--- src/rtl/core/dcdg_pkg.sv ---
// Package for the DMA chunk descriptor generator: sizes, control bits, beat types.
// Used by every module of the block; depends on nothing.
package dcdg_pkg;

   localparam int CHUNK_BYTES     = 4095;
   localparam int MAX_DESCRIPTORS = 64;
   localparam int DESC_BYTES      = 16;

   localparam int LEN_W   = 20;
   localparam int ADDR_W  = 32;
   localparam int CHUNK_W = $clog2(CHUNK_BYTES + 1);

   // Longest request that still fits in the descriptor list.
   localparam logic [LEN_W-1:0] MAX_LEN = LEN_W'(MAX_DESCRIPTORS * CHUNK_BYTES);

   localparam logic [ADDR_W-1:0] CTL_TX_BITS = (32'd1 << 25) | (32'd1 << 26);
   localparam logic [ADDR_W-1:0] CTL_RX_BITS = (32'd1 << 24) | (32'd1 << 27);
   localparam logic [ADDR_W-1:0] CTL_IRQ_BIT = 32'd1 << 31;

   typedef struct packed {
      logic [LEN_W-1:0]  length;
      logic [ADDR_W-1:0] source_addr;
      logic [ADDR_W-1:0] dest_addr;
      logic [ADDR_W-1:0] list_base;
      logic              transmit;
   } req_type;

   typedef struct packed {
      logic [ADDR_W-1:0] desc_source;
      logic [ADDR_W-1:0] desc_dest;
      logic [ADDR_W-1:0] desc_next;
      logic [ADDR_W-1:0] desc_control;
      logic              last;
      logic              too_long;
   } rsp_type;

   // Commands from the controller to the datapath.
   typedef struct packed {
      logic load;    // capture the request beat
      logic step;    // emit the current descriptor and advance
      logic reject;  // emit the too-long result
   } cmd_type;

   // Status from the datapath to the controller.
   typedef struct packed {
      logic out_free;    // output register can take a descriptor this cycle
      logic req_zero;    // incoming request has zero length
      logic req_long;    // incoming request needs too many descriptors
      logic last_chunk;  // current descriptor is the final one
   } sts_type;

endpackage

--- src/rtl/core/dcdg_ctrl.sv ---
// Controller state machine of the DMA chunk descriptor generator.
// Depends on dcdg_pkg; drives the datapath through cmd_type, reads sts_type.
module dcdg_ctrl (
   input  logic             clock,
   input  logic             reset,
   input  logic             req_valid,
   output logic             req_ready,
   input  dcdg_pkg::sts_type sts,
   output dcdg_pkg::cmd_type cmd
);
   import dcdg_pkg::*;

   typedef enum logic [2:0] {
      ST_IDLE   = 3'b001,
      ST_GEN    = 3'b010,
      ST_REJECT = 3'b100
   } state_type;

   state_type state_ff, state_in;

   always_comb begin
      state_in  = state_ff;
      cmd       = '0;
      req_ready = 1'b0;
      unique case (state_ff)
         ST_IDLE: begin
            req_ready = 1'b1;
            if (req_valid) begin
               cmd.load = 1'b1;
               if (!sts.req_zero) begin
                  state_in = sts.req_long ? ST_REJECT : ST_GEN;
               end
            end
         end
         ST_GEN: begin
            if (sts.out_free) begin
               cmd.step = 1'b1;
               if (sts.last_chunk) begin
                  state_in = ST_IDLE;
               end
            end
         end
         ST_REJECT: begin
            if (sts.out_free) begin
               cmd.reject = 1'b1;
               state_in   = ST_IDLE;
            end
         end
         default: begin
            state_in = ST_IDLE;
         end
      endcase
   end

   always_ff @(posedge clock) begin
      if (reset) begin
         state_ff <= ST_IDLE;
      end else begin
         state_ff <= state_in;
      end
   end

endmodule

--- src/rtl/core/dcdg_datapath.sv ---
// Datapath of the DMA chunk descriptor generator: chunk walk and output register.
// Depends on dcdg_pkg; steered by the controller through cmd_type.
module dcdg_datapath (
   input  logic              clock,
   input  logic              reset,
   input  dcdg_pkg::req_type req_payload,
   input  dcdg_pkg::cmd_type cmd,
   output dcdg_pkg::sts_type sts,
   output logic              rsp_valid,
   input  logic              rsp_ready,
   output dcdg_pkg::rsp_type rsp_payload
);
   import dcdg_pkg::*;

   logic [LEN_W-1:0]   remain_ff, remain_in;
   logic [ADDR_W-1:0]  src_ff, src_in;
   logic [ADDR_W-1:0]  dst_ff, dst_in;
   logic [ADDR_W-1:0]  next_ff, next_in;
   logic               tx_ff, tx_in;
   rsp_type            rsp_ff, rsp_in;
   logic               rsp_valid_ff, rsp_valid_in;

   logic               is_last;
   logic [CHUNK_W-1:0] size;
   rsp_type            desc;

   assign is_last = (remain_ff <= LEN_W'(CHUNK_BYTES));
   assign size    = is_last ? remain_ff[CHUNK_W-1:0] : CHUNK_W'(CHUNK_BYTES);

   always_comb begin
      desc              = '0;
      desc.desc_source  = src_ff;
      desc.desc_dest    = dst_ff;
      desc.desc_next    = is_last ? '0 : next_ff;
      desc.desc_control = ADDR_W'(size) | (tx_ff ? CTL_TX_BITS : CTL_RX_BITS)
                        | (is_last ? CTL_IRQ_BIT : '0);
      desc.last         = is_last;
      desc.too_long     = 1'b0;
   end

   assign sts.out_free   = !rsp_valid_ff || rsp_ready;
   assign sts.req_zero   = (req_payload.length == '0);
   assign sts.req_long   = (req_payload.length > MAX_LEN);
   assign sts.last_chunk = is_last;

   always_comb begin
      remain_in    = remain_ff;
      src_in       = src_ff;
      dst_in       = dst_ff;
      next_in      = next_ff;
      tx_in        = tx_ff;
      rsp_in       = rsp_ff;
      rsp_valid_in = rsp_valid_ff && !rsp_ready;
      if (cmd.load) begin
         remain_in = req_payload.length;
         src_in    = req_payload.source_addr;
         dst_in    = req_payload.dest_addr;
         next_in   = req_payload.list_base + ADDR_W'(DESC_BYTES);
         tx_in     = req_payload.transmit;
      end else if (cmd.step) begin
         rsp_in       = desc;
         rsp_valid_in = 1'b1;
         remain_in    = remain_ff - LEN_W'(CHUNK_BYTES);
         next_in      = next_ff + ADDR_W'(DESC_BYTES);
         if (tx_ff) begin
            src_in = src_ff + ADDR_W'(CHUNK_BYTES);
         end else begin
            dst_in = dst_ff + ADDR_W'(CHUNK_BYTES);
         end
      end else if (cmd.reject) begin
         rsp_in          = '0;
         rsp_in.last     = 1'b1;
         rsp_in.too_long = 1'b1;
         rsp_valid_in    = 1'b1;
      end
   end

   always_ff @(posedge clock) begin
      if (reset) begin
         rsp_valid_ff <= 1'b0;
      end else begin
         rsp_valid_ff <= rsp_valid_in;
      end
   end

   always_ff @(posedge clock) begin
      remain_ff <= remain_in;
      src_ff    <= src_in;
      dst_ff    <= dst_in;
      next_ff   <= next_in;
      tx_ff     <= tx_in;
      rsp_ff    <= rsp_in;
   end

   assign rsp_valid   = rsp_valid_ff;
   assign rsp_payload = rsp_ff;

endmodule

--- src/rtl/core/dma_chunk_descriptor_generator.sv ---
// Order: the request beat is taken into the work registers, then each step loads the output register.
// Throughput: one descriptor per cycle while the consumer is ready; the controller takes
// no new request until the last descriptor or the flagged beat of a request is stepped out.
// The rate is set by the single chunk-walk step in the datapath, one chunk per cycle while the output register is free.
// Reset: synchronous, active high; clears the controller state and the output valid.
// Depends on dcdg_pkg, dcdg_ctrl and dcdg_datapath.
module dma_chunk_descriptor_generator (
   input  logic              clock,
   input  logic              reset,
   input  logic              req_valid,
   output logic              req_ready,
   input  dcdg_pkg::req_type req_payload,
   output logic              rsp_valid,
   input  logic              rsp_ready,
   output dcdg_pkg::rsp_type rsp_payload
);
   import dcdg_pkg::*;

   // The controller takes a request only in its idle state. The request beat is
   // captured into the datapath's work registers (remaining length, both
   // addresses, next list address, direction). Zero-length requests are taken
   // and dropped; requests longer than the list allows produce one flagged beat.
   cmd_type cmd;
   sts_type sts;

   dcdg_ctrl u_ctrl (
      .clock     (clock),
      .reset     (reset),
      .req_valid (req_valid),
      .req_ready (req_ready),
      .sts       (sts),
      .cmd       (cmd)
   );

   // The datapath walks the request one chunk per step: each step loads the
   // output register with a descriptor, subtracts one chunk from the remaining
   // length and advances the memory-side address and the list pointer. The
   // output register lets the last descriptor wait on the consumer while the
   // controller already takes the next request.
   dcdg_datapath u_datapath (
      .clock       (clock),
      .reset       (reset),
      .req_payload (req_payload),
      .cmd         (cmd),
      .sts         (sts),
      .rsp_valid   (rsp_valid),
      .rsp_ready   (rsp_ready),
      .rsp_payload (rsp_payload)
   );

endmodule

--- config.mk ---
export PLATFORM = sky130hd
export DESIGN_NAME = dma_chunk_descriptor_generator
export DESIGN_NICKNAME = d
export VERILOG_FILES = /design/src/rtl/core/dcdg_pkg.sv /design/src/rtl/core/dcdg_ctrl.sv /design/src/rtl/core/dcdg_datapath.sv /design/src/rtl/core/dma_chunk_descriptor_generator.sv
export SDC_FILE = /design/constraint.sdc
export NUM_CORES = 1
export LEC_CHECK = 0
export BUFFER_PORTS_ARGS = -buffer_cell sky130_fd_sc_hd__buf_2
export CAP_MARGIN = 15
export CORE_MARGIN = 2
export CORE_UTILIZATION = 45
export DETAILED_ROUTE_END_ITERATION = 10
export GPL_TIMING_DRIVEN = 0
export PLACE_DENSITY = 0.69
export SLEW_MARGIN = 20
export SYNTH_ARGS = -nofsm -noshare
export SYNTH_HDL_FRONTEND = slang
export SYNTH_SLANG_ARGS = --single-unit
--- constraint.sdc ---
create_clock -name clock -period 8 [get_ports clock]
set_input_delay 0.8 -clock clock [delete_from_list [all_inputs] [get_ports clock]]
set_output_delay 0.8 -clock clock [all_outputs]
set_load 0.03 [all_outputs]
==> impl_metrics.toml <==
[timing]
relSlewSlack = 0.310
fmax_mhz = 293
rsz0062_at_grt = "no"
tightestPinTransition_ps = 1030
final.min_clock_period_ps = 3410
maxSlewViolCount = 0
setup_viol = 0
min_period_over_period = 0.426
skew_ps = 9.40
timing.final.hold_violations = 0

[min_path]
hp-class = "in -> reg"
hp-start = "req_payload[4]"

[global_route]
antenna_found_initial = 7
grt_pass1_wl_um = 45700
grt_max_degree = 49
grt_pass1_vias = 8637
grt.overflow.total = 0
track_usage = 0.218

[critical_path]
cp_slowest_cell = "clkbuf_1"
r2r_slack_ps = 4590
crit_start = "u_ctrl.state_ff[2]"
crit_required_ps = 8080
cp-end-kind = "flip-flop"
reg2reg_depth = 5
path_common_cell = "clkbuf_1"
arrival_ps = 3480
worstPathMaxFanout = 48
path_cells = "nand4bb_1 -> buf_4 -> clkbuf_1 -> clkbuf_1 -> nand2_4"
start_kind = "flip-flop"
critPathMaxStageDelay_ps = 840
worst-setup-path-type = "reg -> reg"
worstSetupEndpoint = "u_datapath.next_ff[9]"
rr_endpoint = "u_datapath.next_ff[9]"
crit-reg2reg-launch = "u_ctrl.state_ff[2]"

[power]
p_leak_uw = 0.00578
ir_drop_mv = 0.143
finalPower_uw = 3470
power.density_nw_per_um2 = 242

[cts]
clkLatencyLatePin_ps = 510
cts-hold-fix-buffers = 0
cts-root-buf = "clkbuf_16"
cts_made_buffers = 25
cts.sinks = 234
cts_resized = 0
cts_tree = "yes"
ctsLongestPathBuffers = 3
cts.reportedPaths.clkPinSlew_ps = 60
htreeDepth = 1
cts_setup_buffers = 0

[synth]
synthArstFlopShare = 0
synth_ff_type = "edfxtp_1"
ys_seq_area_frac = 0.601
synth_top_area_frac = 0.594
synth_edf_count = 230
synth_seq_cells = 234
syn_inst = 1019
syn_area_um2 = 11600
ys.warnings.count = 0
synth.avg_cell_area_um2 = 11.4
synthTopCellsByArea = "edfxtp_1 (59%), and3_1 (5.8%), xor2_1 (4.7%), nand2_1 (4.2%), xnor2_1 (3.6%)"
synth_top_area_cell = "edfxtp_1"
ys_types = 58

[floorplanning]
coreArea_um2 = 25300
initial_utilization = 0.461
dieArea_um2 = 27200
die_x_um = 165
rows = 58
io_pins = 253
die_y_um = 165

[routing]
vias_per_cell = 5.38
detail-route-antenna-nets = 0
routedWlPerCell_um = 18.3
wirelength_um = 30300
dr.first_iter.drc_count = 762
num_vias = 8902
drc = 0
first_pass_iters = 5

[place]
gp_congestion = 0.846
hpwlAfterDp_um = 21800
placed_cells = 1606
port_buffers = 237

[status]
outcome = "finished, final reports clean"

[job]
maxCapViolCount = 0

[cells_and_area]
stdcell_count = 1655
nNetsFinal = 1428
drive_gt1_frac = 0.251
area_delta_synth_final_pct = 23.3
[state kept, by name, indices dropped and copies added (netlist names)]
name,cells
u_datapath.src_ff,32
u_datapath.rsp_valid,1
u_datapath.remain_ff,20
u_datapath.next_ff,32
u_datapath.tx_ff,1
u_datapath.rsp_payload,113
u_datapath.dst_ff,32
u_ctrl.state_ff,3
[layout make-up]
type | instances | area (um2)
clock buffer | 33 | 706
timing repair buffer | 243 | 1340
sequential | 234 | 6990
clock inverter | 12 | 136
inverter | 13 | 51.3
multi-input combinational | 721 | 4350
fill | 2102 | 10900
buffer | 65 | 342
antenna | 4 | 10.0
tap | 330 | 413
[placed cells by master (no fill, tap or decap), types with 14 or more instances in the layout]
| cell | count |
|---|---|
| nand3_1 | 33 |
| nand4_1 | 26 |
| o21ai_0 | 65 |
| conb_1 | 15 |
| nor4_1 | 14 |
| o21ai_1 | 16 |
| xor2_1 | 63 |
| buf_2 | 249 |
| xnor2_1 | 48 |
| nand2_1 | 128 |
| nor2_1 | 75 |
| edfxtp_1 | 230 |
| and3_1 | 107 |
| clkbuf_16 | 25 |
| clkbuf_1 | 36 |
| buf_4 | 18 |
| mux2i_1 | 24 |
[Yosys cell counts (all sizes together), types with 2 or more instances]
master	n
xor2	63
or3	3
a21oi	14
nand4b	5
and2	7
ha	4
or2	2
mux2i	24
and3	107
nor3b	2
nor4	16
clkbuf	33
nor2	76
dfxtp	4
inv	13
xnor2	48
edfxtp	230
buf	32
nand3	34
nand2b	6
nand2	130
nor3	15
and4	4
o21ai	83
a31oi	6
nand4	26
nand3b	8
nor2b	4
a21boi	2
[stage by stage]
stage	util	hold WS (ps)	area, um2	setup WS [ps]	TNS [ps]
final	0.568	462	14300	4590	0
after CTS	0.567	435	14300	4610	0
after global routing	0.567	433	14300	4460	0
after detailed placement	0.534	533	13500	4240	0
after global placement	0.526	529	13300	-333	-36910
after floorplan	-	494	11700	1840	0
[where the power goes]
part           internal (uW)  switching (uW)  total, uW
Clock                    713             463       1180
Sequential              1550             133       1680
Combinational            226             382        608
[how the worst min path moves through the flow]
stage,to,cells past startpoint
floorplan,u_ctrl.state_ff[2],1
global route,u_datapath.tx_ff,1
global placement,u_datapath.rsp_payload[36],1
finish,u_datapath.next_ff[3],1
CTS,u_datapath.tx_ff,1
detailed placement,u_datapath.rsp_payload[37],1
[worst max-delay path: cells and delay by family (launching register included)]
family	cells	cell delay, ps
buffers and inverters	3	1610
AND/OR/NAND/NOR	2	830
flip-flops	1	490
[kinds of logic (layout without fill, tap and decap cells)]
kind of cell               Yosys count  count (layout)  share of synthesized area
AOI/OAI and AO/OA                  118             118                     0.0592
xor gates and xnor gates           111             111                     0.0836
adders and majority gates            4               4                    0.00430
buffers and inverters               78             366                     0.0338
DFF                                234             234                      0.601
muxes                               25              25                     0.0216
other                                1              19                   0.000322
and+or+nand+nor                    448             448                      0.197
[per-layer routing]
layer  vias up  track usage  share of wire
li1       4248            -              -
met1      4213        0.287           0.42
met2       377        0.360           0.46
met3        60       0.0480          0.087
met4         4       0.0708          0.027
met5         -            0        0.00086
Note: power is estimated with default switching activity, not from simulation.
